<file path="src/rtl/rlpd_pkg.sv">
// shared types and constants of the run-length pixel decoder
package rlpd_pkg;

	localparam int BYTE_W  = 8;
	localparam int CODE_W  = 5;
	localparam int COUNT_W = 14;
	localparam int START_W = 24;
	localparam int DIM_W   = 12;
	localparam int TOTAL_W = 2 * DIM_W;
	localparam int CFG_IDX_W = 1;

	localparam logic [CFG_IDX_W-1:0] REG_WIDTH  = 1'd0;
	localparam logic [CFG_IDX_W-1:0] REG_HEIGHT = 1'd1;

	localparam logic [DIM_W-1:0] WIDTH_RESET  = 12'd64;
	localparam logic [DIM_W-1:0] HEIGHT_RESET = 12'd64;

	localparam logic [BYTE_W-1:0] CODE_EXTRA = 8'hc0;
	localparam logic [2:0] KIND_COLOR_LONG = 3'b100;
	localparam logic [2:0] KIND_BG_LONG    = 3'b101;
	localparam logic [2:0] KIND_LIT_SHORT  = 3'b110;

	localparam logic [CODE_W-1:0] EXTRA_CODE = 5'd17;
	localparam logic [CODE_W-1:0] BG_CODE    = 5'd0;

	typedef enum logic [1:0] {
		PH_CODE    = 2'd0,
		PH_HEADER  = 2'd1,
		PH_LITERAL = 2'd2
	} phase_t;

	// one decoded run handed from front to back
	typedef struct packed {
		logic [CODE_W-1:0]  c1;
		logic [CODE_W-1:0]  c2;
		logic [COUNT_W-1:0] count;
		logic               last;
		logic               cut;
	} run_rec_t;

	typedef struct packed {
		logic       full;
		logic       empty;
		logic [1:0] count;
	} fifo_stat_t;

endpackage

</file>
<file path="src/rtl/rlpd_byte_if.sv">
// byte stream channel
interface rlpd_byte_if;
	logic                        valid;
	logic                        ready;
	logic [rlpd_pkg::BYTE_W-1:0] data_byte;
	logic                        last_byte;

	modport source (output valid, output data_byte, output last_byte, input ready);
	modport sink (input valid, input data_byte, input last_byte, output ready);
endinterface

</file>
<file path="src/rtl/rlpd_run_if.sv">
// run result channel
interface rlpd_run_if;
	logic                         valid;
	logic                         ready;
	logic [rlpd_pkg::CODE_W-1:0]  first_code;
	logic [rlpd_pkg::CODE_W-1:0]  second_code;
	logic [rlpd_pkg::COUNT_W-1:0] pixel_count;
	logic [rlpd_pkg::START_W-1:0] start_offset;
	logic                         image_done;
	logic                         truncated;

	modport source (output valid, output first_code, output second_code,
		output pixel_count, output start_offset, output image_done,
		output truncated, input ready);
	modport sink (input valid, input first_code, input second_code,
		input pixel_count, input start_offset, input image_done,
		input truncated, output ready);
endinterface

</file>
<file path="src/rtl/run_length_pixel_decoder_top.sv">
// top level of the run-length pixel decoder
//
//  channel   dir  word                                       accepted when
//  stream    in   data_byte, last_byte                       valid && ready
//  runs      out  first_code, second_code, pixel_count,      valid && ready
//                 start_offset, image_done, truncated
//  wr_*      in   wr_index, wr_data                          wr_en
//
// one byte per cycle while the run queue is not full; a result is decoded from its
// byte, held in the run queue and then placed into the output register
// the front decoder stalls only when the two-word run queue is full
// the run queue and output register let the stream run while runs waits
// reset clears decode state, position, queue and output valid; sizes go to 64x64
// width and height reach the end-of-image compare through their registers and then the registered product
module run_length_pixel_decoder_top #(
	parameter int PALETTE_SIZE = 16,
	parameter int POSITION_BITS = 24
) (
	input  logic                            clk,
	input  logic                            arst_n,
	input  logic                            wr_en,
	input  logic [rlpd_pkg::CFG_IDX_W-1:0]  wr_index,
	input  logic [rlpd_pkg::DIM_W-1:0]      wr_data,
	rlpd_byte_if.sink                       stream,
	rlpd_run_if.source                      runs
);
	import rlpd_pkg::*;

	run_rec_t   push_rec;
	run_rec_t   head_rec;
	fifo_stat_t q_stat;
	logic       push;
	logic       pop;

	rlpd_front #(
		.PALETTE_SIZE(PALETTE_SIZE)
	) u_front (
		.clk(clk),
		.arst_n(arst_n),
		.stream(stream),
		.q_full(q_stat.full),
		.push(push),
		.rec(push_rec)
	);

	rlpd_fifo u_fifo (
		.clk(clk),
		.arst_n(arst_n),
		.push(push),
		.wr_rec(push_rec),
		.pop(pop),
		.rd_rec(head_rec),
		.stat(q_stat)
	);

	rlpd_back #(
		.POSITION_BITS(POSITION_BITS)
	) u_back (
		.clk(clk),
		.arst_n(arst_n),
		.wr_en(wr_en),
		.wr_index(wr_index),
		.wr_data(wr_data),
		.rec(head_rec),
		.rec_valid(!q_stat.empty),
		.pop(pop),
		.runs(runs)
	);

	a_q_bound: assert property (@(posedge clk) disable iff (!arst_n)
		q_stat.count != 2'd3)
		else $error("run queue count out of range");

	a_q_ready: assert property (@(posedge clk) disable iff (!arst_n)
		stream.ready == !q_stat.full)
		else $error("stream ready disagrees with queue state");

	a_no_overflow: assert property (@(posedge clk) disable iff (!arst_n)
		q_stat.full && !pop |=> q_stat.full)
		else $error("queue lost a word");

	a_run_nonzero: assert property (@(posedge clk) disable iff (!arst_n)
		runs.valid && !runs.truncated |-> runs.pixel_count != 14'd0)
		else $error("complete run with no pixels");

	a_extra_single: assert property (@(posedge clk) disable iff (!arst_n)
		runs.valid && runs.first_code == EXTRA_CODE |->
			runs.pixel_count == 14'd1 && runs.second_code == EXTRA_CODE)
		else $error("extra colour run not a single pixel");

endmodule

</file>
<file path="src/rtl/rlpd_front.sv">
// front end: takes stream bytes and decodes them into run records
module rlpd_front #(
	parameter int PALETTE_SIZE = 16
) (
	input  logic                clk,
	input  logic                arst_n,
	rlpd_byte_if.sink           stream,
	input  logic                q_full,
	output logic                push,
	output rlpd_pkg::run_rec_t  rec
);
	import rlpd_pkg::*;

	phase_t              phase_q, phase_d;
	logic [BYTE_W-1:0]   held_q, held_d;
	logic [COUNT_W-1:0]  left_q, left_d;
	logic                accept;
	logic                have;
	logic [BYTE_W-1:0]   b;
	logic [4:0]          top;
	logic [COUNT_W-1:0]  hdr_n;

	function automatic logic [CODE_W-1:0] pal_code(input logic [3:0] idx);
		logic [3:0] i;
		i = idx;
		if ({1'b0, idx} >= CODE_W'(PALETTE_SIZE))
			i = 4'(PALETTE_SIZE - 1);
		return {1'b0, i} + 5'd1;
	endfunction

	assign stream.ready = !q_full;
	assign accept = stream.valid && stream.ready;
	assign b = stream.data_byte;
	assign top = held_q[4:0];
	// 13-bit length field of a long header, plus one
	assign hdr_n = {1'b0, top, b} + 14'd1;

	// next state
	always_comb begin
		phase_d = phase_q;
		held_d = held_q;
		left_d = left_q;
		case (phase_q)
			PH_HEADER: begin
				if (held_q[7:5] == KIND_COLOR_LONG || held_q[7:5] == KIND_BG_LONG) begin
					phase_d = PH_CODE;
				end else begin
					left_d = hdr_n;
					phase_d = PH_LITERAL;
				end
			end
			PH_LITERAL: begin
				if (left_q >= 14'd2)
					left_d = left_q - 14'd2;
				else
					left_d = '0;
				if (left_d == '0)
					phase_d = PH_CODE;
			end
			default: begin
				phase_d = PH_CODE;
				if (b != CODE_EXTRA && b[7]) begin
					if (b[7:5] == KIND_LIT_SHORT) begin
						left_d = {9'd0, b[4:0]} + 14'd1;
						phase_d = PH_LITERAL;
					end else begin
						held_d = b;
						phase_d = PH_HEADER;
					end
				end
			end
		endcase
		if (stream.last_byte) begin
			phase_d = PH_CODE;
			held_d = '0;
			left_d = '0;
		end
	end

	// record out
	always_comb begin
		have = 1'b0;
		rec.c1 = BG_CODE;
		rec.c2 = BG_CODE;
		rec.count = '0;
		case (phase_q)
			PH_HEADER: begin
				if (held_q[7:5] == KIND_COLOR_LONG) begin
					have = 1'b1;
					rec.c1 = pal_code(b[3:0]);
					rec.c2 = rec.c1;
					rec.count = {5'd0, top, b[7:4]} + 14'd1;
				end else if (held_q[7:5] == KIND_BG_LONG) begin
					have = 1'b1;
					rec.count = hdr_n;
				end
			end
			PH_LITERAL: begin
				have = 1'b1;
				rec.c1 = pal_code(b[3:0]);
				if (left_q >= 14'd2) begin
					rec.c2 = pal_code(b[7:4]);
					rec.count = 14'd2;
				end else begin
					rec.c2 = rec.c1;
					rec.count = 14'd1;
				end
			end
			default: begin
				if (b == CODE_EXTRA) begin
					have = 1'b1;
					rec.c1 = EXTRA_CODE;
					rec.c2 = EXTRA_CODE;
					rec.count = 14'd1;
				end else if (!b[7]) begin
					have = 1'b1;
					rec.c1 = pal_code(b[3:0]);
					rec.c2 = rec.c1;
					rec.count = {11'd0, b[6:4]} + 14'd1;
				end
			end
		endcase
		rec.last = stream.last_byte;
		// stream ends with a code still open
		rec.cut = stream.last_byte && (phase_q == PH_HEADER ||
			(phase_q == PH_LITERAL && rec.count != 14'd1 && left_q != 14'd2) ||
			(phase_q != PH_HEADER && phase_q != PH_LITERAL && !have));
		if (phase_q == PH_HEADER && held_q[7:5] != KIND_LIT_SHORT &&
			(held_q[7:5] == KIND_COLOR_LONG || held_q[7:5] == KIND_BG_LONG))
			rec.cut = 1'b0;
		push = accept && (have || rec.cut);
	end

	always_ff @(posedge clk or negedge arst_n) begin
		if (!arst_n) begin
			phase_q <= PH_CODE;
			held_q <= '0;
			left_q <= '0;
		end else if (accept) begin
			phase_q <= phase_d;
			held_q <= held_d;
			left_q <= left_d;
		end
	end

endmodule

</file>
<file path="src/rtl/rlpd_fifo.sv">
// two-word queue of run records between front and back
module rlpd_fifo (
	input  logic                  clk,
	input  logic                  arst_n,
	input  logic                  push,
	input  rlpd_pkg::run_rec_t    wr_rec,
	input  logic                  pop,
	output rlpd_pkg::run_rec_t    rd_rec,
	output rlpd_pkg::fifo_stat_t  stat
);
	import rlpd_pkg::*;

	run_rec_t   mem_q [2];
	logic       wr_ptr_q;
	logic       rd_ptr_q;
	logic [1:0] count_q;

	assign rd_rec = mem_q[rd_ptr_q];
	assign stat.count = count_q;
	assign stat.full = (count_q == 2'd2);
	assign stat.empty = (count_q == 2'd0);

	always_ff @(posedge clk) begin
		if (push)
			mem_q[wr_ptr_q] <= wr_rec;
	end

	always_ff @(posedge clk or negedge arst_n) begin
		if (!arst_n) begin
			wr_ptr_q <= 1'b0;
			rd_ptr_q <= 1'b0;
			count_q <= 2'd0;
		end else begin
			if (push)
				wr_ptr_q <= !wr_ptr_q;
			if (pop)
				rd_ptr_q <= !rd_ptr_q;
			case ({push, pop})
				2'b10: count_q <= count_q + 2'd1;
				2'b01: count_q <= count_q - 2'd1;
				default: count_q <= count_q;
			endcase
		end
	end

endmodule

</file>
<file path="src/rtl/rlpd_back.sv">
// back end: places runs in the image and registers the result word
module rlpd_back #(
	parameter int POSITION_BITS = 24
) (
	input  logic                              clk,
	input  logic                              arst_n,
	input  logic                              wr_en,
	input  logic [rlpd_pkg::CFG_IDX_W-1:0]    wr_index,
	input  logic [rlpd_pkg::DIM_W-1:0]        wr_data,
	input  rlpd_pkg::run_rec_t                rec,
	input  logic                              rec_valid,
	output logic                              pop,
	rlpd_run_if.source                        runs
);
	import rlpd_pkg::*;

	localparam int SUM_W = (POSITION_BITS + 1 > TOTAL_W) ? POSITION_BITS + 1 : TOTAL_W;
	localparam int EXT_W = (POSITION_BITS > START_W) ? POSITION_BITS : START_W;

	logic [DIM_W-1:0]         width_q;
	logic [DIM_W-1:0]         height_q;
	logic [TOTAL_W-1:0]       total_q;
	logic [POSITION_BITS-1:0] pos_q;
	logic [SUM_W-1:0]         sum;
	logic [EXT_W-1:0]         start_ext;
	logic                     valid_q;

	assign pop = rec_valid && (!valid_q || runs.ready);
	assign sum = SUM_W'(pos_q) + SUM_W'(rec.count);
	assign start_ext = EXT_W'(pos_q);
	assign runs.valid = valid_q;

	always_ff @(posedge clk or negedge arst_n) begin
		if (!arst_n) begin
			width_q <= WIDTH_RESET;
			height_q <= HEIGHT_RESET;
		end else if (wr_en) begin
			case (wr_index)
				REG_WIDTH: width_q <= wr_data;
				REG_HEIGHT: height_q <= wr_data;
				default: ;
			endcase
		end
	end

	// product follows the registers in the next cycle
	always_ff @(posedge clk) begin
		total_q <= TOTAL_W'(width_q) * TOTAL_W'(height_q);
	end

	always_ff @(posedge clk or negedge arst_n) begin
		if (!arst_n) begin
			valid_q <= 1'b0;
			pos_q <= '0;
		end else begin
			if (pop) begin
				valid_q <= 1'b1;
				pos_q <= rec.last ? '0 : sum[POSITION_BITS-1:0];
			end else if (runs.ready) begin
				valid_q <= 1'b0;
			end
		end
	end

	always_ff @(posedge clk) begin
		if (pop) begin
			runs.first_code <= rec.c1;
			runs.second_code <= rec.c2;
			runs.pixel_count <= rec.count;
			runs.start_offset <= start_ext[START_W-1:0];
			runs.image_done <= (sum >= SUM_W'(total_q));
			runs.truncated <= rec.cut;
		end
	end

endmodule
</file>
<file path="src/flat_wrapper.sv">
// flat-port wrapper written by rule: the top's interface ports become plain ports
module run_length_pixel_decoder_top_flat import rlpd_pkg::*;
#(
	parameter int PALETTE_SIZE = 16,
	parameter int POSITION_BITS = 24
)
  (clk, arst_n, wr_en, wr_index, wr_data, stream_valid, stream_data_byte, stream_last_byte, stream_ready, runs_valid, runs_first_code, runs_second_code, runs_pixel_count, runs_start_offset, runs_image_done, runs_truncated, runs_ready);
  rlpd_byte_if stream_i ();
  rlpd_run_if runs_i ();
  input  logic clk;
  input  logic arst_n;
  input  logic wr_en;
  input  logic [rlpd_pkg::CFG_IDX_W-1:0] wr_index;
  input  logic [rlpd_pkg::DIM_W-1:0] wr_data;
  input wire logic [$bits(stream_i.valid)-1:0] stream_valid;
  input wire logic [$bits(stream_i.data_byte)-1:0] stream_data_byte;
  input wire logic [$bits(stream_i.last_byte)-1:0] stream_last_byte;
  output wire logic [$bits(stream_i.ready)-1:0] stream_ready;
  output wire logic [$bits(runs_i.valid)-1:0] runs_valid;
  output wire logic [$bits(runs_i.first_code)-1:0] runs_first_code;
  output wire logic [$bits(runs_i.second_code)-1:0] runs_second_code;
  output wire logic [$bits(runs_i.pixel_count)-1:0] runs_pixel_count;
  output wire logic [$bits(runs_i.start_offset)-1:0] runs_start_offset;
  output wire logic [$bits(runs_i.image_done)-1:0] runs_image_done;
  output wire logic [$bits(runs_i.truncated)-1:0] runs_truncated;
  input wire logic [$bits(runs_i.ready)-1:0] runs_ready;
  assign stream_i.valid = stream_valid;
  assign stream_i.data_byte = stream_data_byte;
  assign stream_i.last_byte = stream_last_byte;
  assign stream_ready = stream_i.ready;
  assign runs_valid = runs_i.valid;
  assign runs_first_code = runs_i.first_code;
  assign runs_second_code = runs_i.second_code;
  assign runs_pixel_count = runs_i.pixel_count;
  assign runs_start_offset = runs_i.start_offset;
  assign runs_image_done = runs_i.image_done;
  assign runs_truncated = runs_i.truncated;
  assign runs_i.ready = runs_ready;
  run_length_pixel_decoder_top #(.PALETTE_SIZE(PALETTE_SIZE), .POSITION_BITS(POSITION_BITS)) u_core (.clk(clk), .arst_n(arst_n), .wr_en(wr_en), .wr_index(wr_index), .wr_data(wr_data), .stream(stream_i), .runs(runs_i));
endmodule
</file>
<file path="config.mk">
export PLATFORM = sky130hd
export DESIGN_NAME = run_length_pixel_decoder_top_flat
export DESIGN_NICKNAME = d
export VERILOG_FILES = /design/src/rtl/rlpd_pkg.sv /design/src/rtl/rlpd_byte_if.sv /design/src/rtl/rlpd_run_if.sv /design/src/rtl/run_length_pixel_decoder_top.sv /design/src/rtl/rlpd_front.sv /design/src/rtl/rlpd_fifo.sv /design/src/rtl/rlpd_back.sv /design/src/flat_wrapper.sv
export SDC_FILE = /design/constraint.sdc
export NUM_CORES = 1
export LEC_CHECK = 0
export BUFFER_PORTS_ARGS = -buffer_cell sky130_fd_sc_hd__buf_2
export CAP_MARGIN = 40
export CORE_UTILIZATION = 50
export DETAILED_ROUTE_END_ITERATION = 8
export HOLD_SLACK_MARGIN = 0.03
export PLACE_DENSITY = 0.74
export SLEW_MARGIN = 20
export SYNTH_ARGS = -nofsm -noshare
export SYNTH_HDL_FRONTEND = slang
export SYNTH_SLANG_ARGS = --single-unit
</file>
<file path="constraint.sdc">
create_clock -name clk -period 5.95 [get_ports clk]
set_input_delay 0.595 -clock clk [delete_from_list [all_inputs] [get_ports clk]]
set_output_delay 0.595 -clock clk [all_outputs]
set_load 0.05 [all_outputs]
</file>
**After elaboration in Yosys (flattened, before gate mapping)**

Memories as Yosys holds them, arrays and structs flattened.
Cells that the tools add are included.
W data, S select, Z words.

- Bits in registers: 151
- Bits in writable memories: 52
- Bits of input ports: 27
- Output and inout bits: 52
- Memories kept: 1

Memory list:

| memory | words | width | read ports | clocked after Yosys merged registers in | wr ports | line | source |
|---|---|---|---|---|---|---|---|
| u_core.u_fifo.mem_q | 2 | 26 | 1 | 0 | 1 | rlpd_fifo.sv:13 | `run_rec_t mem_q [2];` |

- $add $sub $neg: 10
- Multipliers: 1
- Order comparisons: 2
- Eq/ne operators: 19
- Mux-type cells: 36
- Bitwise logic cells: 1
- Reduce and logical (&&, ||, !) cells: 35

Operators with widths:

| cell | count |
|---|---|
| $mux W14 | 8 |
| $mux W24 | 3 |
| $pmux W24 S2 | 1 |
| $mux W8 | 4 |
| $pmux W14 S2 | 1 |
| $add A24 B14 Y25 | 1 |
| $ge A25 B24 Y1 | 1 |
| $mul A12 B12 Y24 | 1 |
| $mux W19 | 1 |
| $add A13 B1 Y14 const B | 1 |
| $ge A14 B2 Y1 const B | 1 |
| $logic_not A14 Y1 | 1 |
| $ne A14 B1 Y1 const B | 1 |
| $ne A14 B2 Y1 const B | 1 |
| $sub A14 B2 Y14 const B | 1 |
| $logic_and A1 B1 Y1 | 11 |
| $add A4 B1 Y5 const B | 2 |
| $add A9 B1 Y10 const B | 1 |
| $mux W10 | 1 |
| $mux W2 | 5 |
| $eq A3 B3 Y1 const B | 3 |
| $mux W1 | 9 |
| $ne A3 B3 Y1 const B | 3 |
| $eq A8 B8 Y1 const B | 1 |
| 20 further kinds | 41 |

**Logic depth before layout (Yosys ltp)**

Gate-level depths: netlist (run 1).

- Depth after elaboration: 15
- Gate-level depth with buffers: 20
- Mapped depth without buffers: 19

**Hierarchy**

Synthesis (run 1) repeated with hierarchy kept, for this count alone.

- Cell total of the unflattened synthesis: 1411
- Area, all modules: 14802.9 sq um

By module, submodules not included:

| module | times used | cells each | area each (sq um) | sequential area each (sq um) |
|---|---|---|---|---|
| rlpd_back | 1 | 1013 | 10311.1 | 3210.6 |
| rlpd_front | 1 | 300 | 2327.2 | 600.6 |
| rlpd_fifo | 1 | 97 | 2160.8 | 1661.6 |
| run_length_pixel_decoder_top | 1 | 1 | 3.8 | 0.0 |

**Least setup slack after synthesis (run 1)**

OpenSTA, ideal clock, no wires.

- Path kind: flip-flop to flip-flop
- Start point: register u_core.u_back.width_q[6]
- End point: register u_core.u_back.total_q[22]
- Setup time: 0.072 ns
- Arrival time: 5.271 ns
- Slack: 0.607 ns
- Stages on the path, launching flop included: 18
- Path buffers: 1
- Cells stage by stage: dfstp_2 clkbuf_1 nand2_1 fa_1 fa_1 fa_1 inv_1 fa_1 inv_1 fa_1 inv_1 ha_1 or3_1 or3_4 a41o_1 a221o_1 a21oi_2 xnor2_1

- Cells in the longest elaborated chain, start to end: 1

RTL lines:

| element | line | source |
|---|---|---|
| from (decl) | rlpd_back.sv:20 | `logic [DIM_W-1:0] width_q;` |
| from (signal assigned) | rlpd_back.sv:39 | `REG_WIDTH: width_q <= wr_data;` |
| $mul A12 B12 Y24 | rlpd_back.sv:48 | `total_q <= TOTAL_W'(width_q) * TOTAL_W'(height_q);` |
| to (signal assigned) | rlpd_back.sv:48 |  |
| to (decl) | rlpd_back.sv:22 | `logic [TOTAL_W-1:0] total_q;` |

No other way between the ends.
A chain may end at the register's enable or synchronous reset.

**Worst setup path in the final report (run 1)**

- Start point: register u_core.u_back.height_q[5]
- End point: register u_core.u_back.total_q[23]

- Cells in the longest elaborated chain, start to end: 1

RTL lines:

| element | line | source |
|---|---|---|
| from (decl) | rlpd_back.sv:21 | `logic [DIM_W-1:0] height_q;` |
| from (signal assigned) | rlpd_back.sv:40 | `REG_HEIGHT: height_q <= wr_data;` |
| $mul A12 B12 Y24 | rlpd_back.sv:48 |  |

No other way between the ends.

==> flow_metrics.tcl, run 1 <==
set metrics [dict create \
    dp_slack_ns 0.418 \
    ys.flop_type "edfxtp_1" \
    yosysWarnings 0 \
    max_stage_delay_ns 0.62 \
    hold_path_class "in -> reg" \
    avgSynthCellArea_um2 10.4 \
    wl_per_cell_um 16.6 \
    synth_edf_count 102 \
    htreeDepth 1 \
    worstPathRequired_ns 6.42 \
    period_share 0.933 \
    post_cts_buffers 0 \
    antenna_found_initial 0 \
    insertion_delay_ns 0.53 \
    globalplace.congestion 0.893 \
    ys_types 74 \
    nets 1682 \
    fmax_mhz 180 \
    crit_fanout 13 \
    arrival_ns 6.02 \
    cts.sinks 203 \
    drtPass1Iterations 7 \
    crit_path_top_delay_cell "dfrtp_1" \
    drt-initial-drc-count 763 \
    wl_mm 30.5 \
    fin_skew_ns 0.00957 \
    relSlewSlack 0.497 \
    cts-root-buf "clkbuf_16" \
    cts_tree "yes" \
    overflow 0 \
    vias_per_cell 5.48 \
    io_buffers 78 \
    pin_count 79 \
    place_area_um2 15100 \
    syn_inst 1382 \
    hpwl_mm 23.0 \
    grt_pass1_wl_mm 49.4 \
    async_flop_share 0.379 \
    grt_max_degree 60 \
    worst_path_most_repeated_cell "fa_1" \
    r2r.worst_path.cells 16 \
    die_h_um 171 \
    syn_area_um2 14300 \
    core_um2 28000 \
    grt_setup_unrepaired "no" \
    path_cells "nand2_1, fa_1, fa_1, fa_1, inv_1, fa_1, inv_1, fa_1, inv_1, ha_1, or3_1, a211o_1, a21oi_1, o21ai_1, or4_1, nand3_1" \
    fin_crit_ns 5.55 \
    cap_violations 0 \
    start_util 0.511 \
    drive_gt1_frac 0.137 \
    design_area_um2 15900 \
    ys_seq_elements 203 \
    hold_slack_ns 0.308 \
    path_class "reg -> reg" \
    hold_path_depth 2 \
    worst_pin_slew_ns 0.754 \
    ant_nets 0 \
    grt_pass1_vias 9602 \
    cts_resized 0 \
    finalSetupViolCount 0 \
    status "finished clean" \
    synth_fp_nets 1619 \
    path_clk_slew_ns 0.05 \
    end_kind "flip-flop" \
    setup_tns_ns 0 \
    cts_max_path_buffers 3 \
    postLayoutSetupSlackWorst_ns 0.400 \
    cp-start-kind "flip-flop" \
    cts_buffers 23 \
    drc 0 \
    drv_slew 0 \
    ys_seq_area_frac 0.382 \
    hold_viol 0 \
    diodes 0 \
    fp-row-count 61 \
    die_w_um 171 \
    area_growth_pct 10.9 \
    grt_use_total 0.211 \
    dieArea_um2 29300 \
    via_count 10080 \
]
area by class of cell:
type                    instances  area [um^2]
flip-flops and latches        203         5470
repair buffers                 91          493
clock inverters                19          224
multi-input cells             938         7940
clock buffers                  23          576
fillers                      2376        12100
well taps                     378          473
inverters                     188          706
metrics by stage:
stage,cells,utilization
after floorplan,1382,-
after global placement,1796,0.538
after detailed placement,1797,0.538
after CTS,1840,0.567
after global routing,1840,0.567
final,1840,0.567
cells by family after synthesis:
| group | share of synthesized area |
|---|---|
| compound gates | 0.107 |
| mux | 0.0421 |
| xor+xnor | 0.0373 |
| simple gates | 0.131 |
| flops | 0.382 |
| fa+ha+maj | 0.236 |
| buf+inv | 0.0638 |
timing repair:
action | CTS | global route
hold buffers | 1 | 0
endpoints found under the hold margin | 25 | 0
endpoints found under the setup margin | 0 | 0
metal layers:
layer / share of wire / vias to the layer above / global-route usage
li1: - / 4806 / -
met1: 0.47 / 4865 / 0.308
met2: 0.45 / 363 / 0.331
met3: 0.060 / 46 / 0.0297
met4: 0.021 / 0 / 0.0559
met5: 0 / - / 0
flip-flops by register name (all words and copies together) (netlist names), 8 cells and up:
signal	count
u_core.u_back.total_q	24
u_core.u_back.runs.start_offset	24
u_core.u_fifo.mem_q	52
u_core.u_back.width_q	12
u_core.u_front.left_q	14
u_core.u_back.runs.pixel_count	14
u_core.u_front.held_q	8
u_core.u_back.pos_q	24
u_core.u_back.height_q	12
cell usage in the layout (no fill, tap or decap), types with 7 or more instances in the layout:
master and n:
nor2b_1 7, a31oi_1 8, or3_1 9, a22o_1 21, xor2_1 16, nand2_1 152, mux2_2 50, nor2_1 78
nor4_1 7, a21oi_1 42, nor3_1 16, o31ai_1 11, dfxtp_1 24, edfxtp_1 102, buf_2 77, o21ai_0 37
xnor2_1 45, nand4_1 8, o21ai_1 13, and2_1 57, inv_1 187, nand2b_1 8, nand3_1 19, clkinv_2 7
buf_4 13, dfrtp_1 75, fa_1 101, o21a_1 8, ha_1 109, clkbuf_16 23, a21o_1 16
path summary, 6_finish.rpt:
path                                                       startpoint                                      endpoint  slack, ns
worst max register to register  u_core.u_back.height_q[5]$_DFFE_PN0P_             u_core.u_back.total_q[23]$_DFF_P_       0.40
worst max-delay path            u_core.u_back.height_q[5]$_DFFE_PN0P_             u_core.u_back.total_q[23]$_DFF_P_       0.40
worst min-delay path                                       wr_data[7]         u_core.u_back.height_q[7]$_DFFE_PN0P_       0.31
max in group asynchronous                                      arst_n        u_core.u_back.height_q[11]$_DFFE_PN0P_       4.38
min in group asynchronous                                      arst_n            u_core.u_fifo.rd_ptr_q$_DFFE_PN0P_       0.53
worst min register to register     u_core.u_back.pos_q[5]$_DFFE_PN0P_  u_core.u_back.runs.start_offset[5]$_DFFE_PP_       0.49
cells in the mapped netlist (9+ instances only):
master / count / area, um^2
and2_1: 57 / 357
a21oi_1: 42 / 210
dfrtp_1: 75 / 1880
xor2_1: 16 / 140
clkbuf_1: 45 / 169
fa_1: 101 / 2020
xnor2_1: 45 / 394
inv_1: 187 / 702
mux2_2: 50 / 563
edfxtp_1: 102 / 3060
nand3_1: 19 / 95.1
nand2_1: 152 / 571
o31ai_1: 11 / 82.6
o21ai_0: 37 / 185
dfxtp_1: 24 / 480
nor2_1: 80 / 300
or3_1: 9 / 56.3
nor3_1: 16 / 80.1
a22o_1: 21 / 184
ha_1: 109 / 1360
o21ai_1: 14 / 70.1
a21o_1: 16 / 120
worst max-delay path: cells and delay by family (launching register included):
family	cells	cell delay [ns]
DFF	1	0.62
and+or+nand+nor	4	1.12
adders and majority gates	6	2.83
AOI/OAI and AO/OA	3	0.77
buffers and inverters	3	0.16
Power of run 1 is not shown: default switching activity piles up to over one toggle a cycle in this logic, so the estimate is an artifact.
==> run 2, diff against run 1 <==
==> constraint.sdc (replaced) <==
create_clock -name clk -period 6.6 [get_ports clk]
set_input_delay 0.66 -clock clk [delete_from_list [all_inputs] [get_ports clk]]
set_output_delay 0.66 -clock clk [all_outputs]
set_load 0.05 [all_outputs]
==> run 2 against run 1 <==
Final area down 0.51%. Count of clock-buffer cells in the layout up 6. Critical endpoint unchanged. Sequential share of layout area up 0.18 points. Global-route usage down 0.12 points. First-iteration DRC count down 9.2%.
==> flow_metrics.tcl, run 2 (synthesis results as in run 1) <==
set metrics [dict create \
    cp_top_family "adder cells" \
    drv_slew 0 \
    overflow 0 \
    register_area_um2 5470 \
    drive_gt1_frac 0.132 \
    worst_path_most_repeated_cell "fa_1" \
    post_cts_buffers 0 \
    drtPass1Iterations 6 \
    finalSetupViolCount 0 \
    drc 0 \
    top_register "u_core.u_fifo.mem_q" \
    fillCellCount 2398 \
    insertion_delay_ns 0.53 \
    worstPathRequired_ns 7.06 \
    crit_fanout 13 \
    path_clk_slew_ns 0.06 \
    path_cells "nand2_1, fa_1, fa_1, fa_1, inv_1, fa_1, inv_1, fa_1, inv_1, ha_1, or3_1, a211o_1, a21oi_1, o21ai_1, or4_1, nand3_1" \
    cts_tree "yes" \
    dr_wl_met3_mm 1.47 \
    arrival_ns 5.99 \
    period_share 0.837 \
    cts_max_path_buffers 3 \
    grt_max_degree 53 \
    fin_skew_ns 0.0139 \
    crit_end "u_core.u_back.total_q[23]$_DFF_P_" \
    end_kind "flip-flop" \
    wl_mm 30.0 \
    fp-row-count 61 \
    ant_nets 0 \
    grt_use_total 0.210 \
    area_growth_pct 10.4 \
    antenna_found_initial 0 \
    place_area_um2 15100 \
    multiInputGateArea_um2 7940 \
    cp-start-kind "flip-flop" \
    htreeDepth 1 \
    max_stage_delay_ns 0.61 \
    vias_per_cell 5.48 \
    postLayoutSetupSlackWorst_ns 1.08 \
    post-place-cells 1794 \
    relSlewSlack 0.534 \
    cap_violations 0 \
    crit_path_top_delay_cell "dfrtp_1" \
    cts.sinks 203 \
    worst_pin_slew_ns 0.693 \
    layout_common_cells "187 x inv_1, 152 x nand2_1, 109 x ha_1" \
    cts_resized 0 \
    nets 1678 \
    fmax_mhz 181 \
    dieArea_um2 29300 \
    diodes 0 \
    start_util 0.511 \
    wl_per_cell_um 16.3 \
    die_w_um 171 \
    critPathLaunch "u_core.u_back.height_q[5]$_DFFE_PN0P_" \
    cts_buffers 23 \
    hold_viol 0 \
    design_area_um2 15800 \
    setup_tns_ns 0 \
    path_depth 16 \
    ff2ff_setup_slack_ns 1.08 \
    path_class "reg -> reg" \
    grt_pass1_wl_mm 48.9 \
    io_buffers 78 \
    pin_count 79 \
    hold_buffers 0 \
    wl_met1_mm 14.5 \
    routed.top_layer "met4" \
    grt_setup_unrepaired "no" \
    status "finished clean" \
    dp_slack_ns 1.09 \
    wl_met2_mm 13.4 \
    fin_crit_ns 5.52 \
    globalplace.congestion 0.902 \
    r2r.worst_path.cells 16 \
    largest_reg_flops 52 \
    via_count 10049 \
    core_um2 28000 \
    r2r_start "u_core.u_back.height_q[5]$_DFFE_PN0P_" \
    cts-root-buf "clkbuf_16" \
    drt-initial-drc-count 693 \
    die_h_um 171 \
    final_common_cell "inv_1" \
    layout.cells.non_filler 1835 \
    r2r-end "u_core.u_back.total_q[23]$_DFF_P_" \
    hpwl_mm 23.0 \
    grt_pass1_vias 9549 \
    hold_path_class "in -> async" \
    crit_buf_inv 3 \
]
## run 2: changes by cell type in the layout (fill, tap and decap cells not counted)
cell,before,now
buf_4,13,9
bufinv_16,4,1
clkbuf_1,0,3
clkbuf_8,0,3
clkinv_2,7,5
inv_6,2,0
buf_16,0,1
clkinv_1,2,3
clkinvlp_4,2,1
dlygate4sd3_1,1,0
## run 2: worst reg2reg max path: cells and delay by family (launching register included)
family | cells | cell delay [ns]
AO/OA/AOI/OAI | 3 | 0.76
adder cells (fa/ha/maj) | 6 | 2.84
buffers and inverters | 3 | 0.15
flip-flops | 1 | 0.61
AND/OR/NAND/NOR | 4 | 1.12
## run 2: worst min path at each step
stage | startpoint | end | slack, ns
floorplan | arst_n | u_core.u_back.height_q[0]$_DFFE_PN0P_ | 0.36
detailed placement | u_core.u_back.pos_q[6]$_DFFE_PN0P_ | u_core.u_back.runs.start_offset[6]$_DFFE_PP_ | 0.48
CTS | arst_n | u_core.u_fifo.rd_ptr_q$_DFFE_PN0P_ | 0.06
global placement | u_core.u_back.pos_q[13]$_DFFE_PN0P_ | u_core.u_back.runs.start_offset[13]$_DFFE_PP_ | 0.47
global route | arst_n | u_core.u_back.pos_q[9]$_DFFE_PN0P_ | 0.07
finish | arst_n | u_core.u_fifo.rd_ptr_q$_DFFE_PN0P_ | 0.06
## run 2: area by class of cell
cell class / count / share of cell area
clock buffer: 29 / 0.0397
clock inverter: 12 / 0.00649
inverter: 188 / 0.0446
multi-input combinational: 938 / 0.503
sequential: 203 / 0.346
tap: 378 / 0.0299
timing repair buffer: 87 / 0.0304
## run 2: layer usage
layer | up-vias | track usage
met5 | - | 0
met4 | 0 | 0.0450
met3 | 45 | 0.0269
met2 | 292 | 0.331
met1 | 4909 | 0.310
li1 | 4803 | -
## run 2: through the flow
stage	hold slack, ns	util
after global placement	0.469	0.537
after global routing	0.0734	0.564
after detailed placement	0.480	0.538
after floorplan	0.364	-
final	0.0584	0.564
after CTS	0.0554	0.564
Power of run 2 is left out for the same reason.
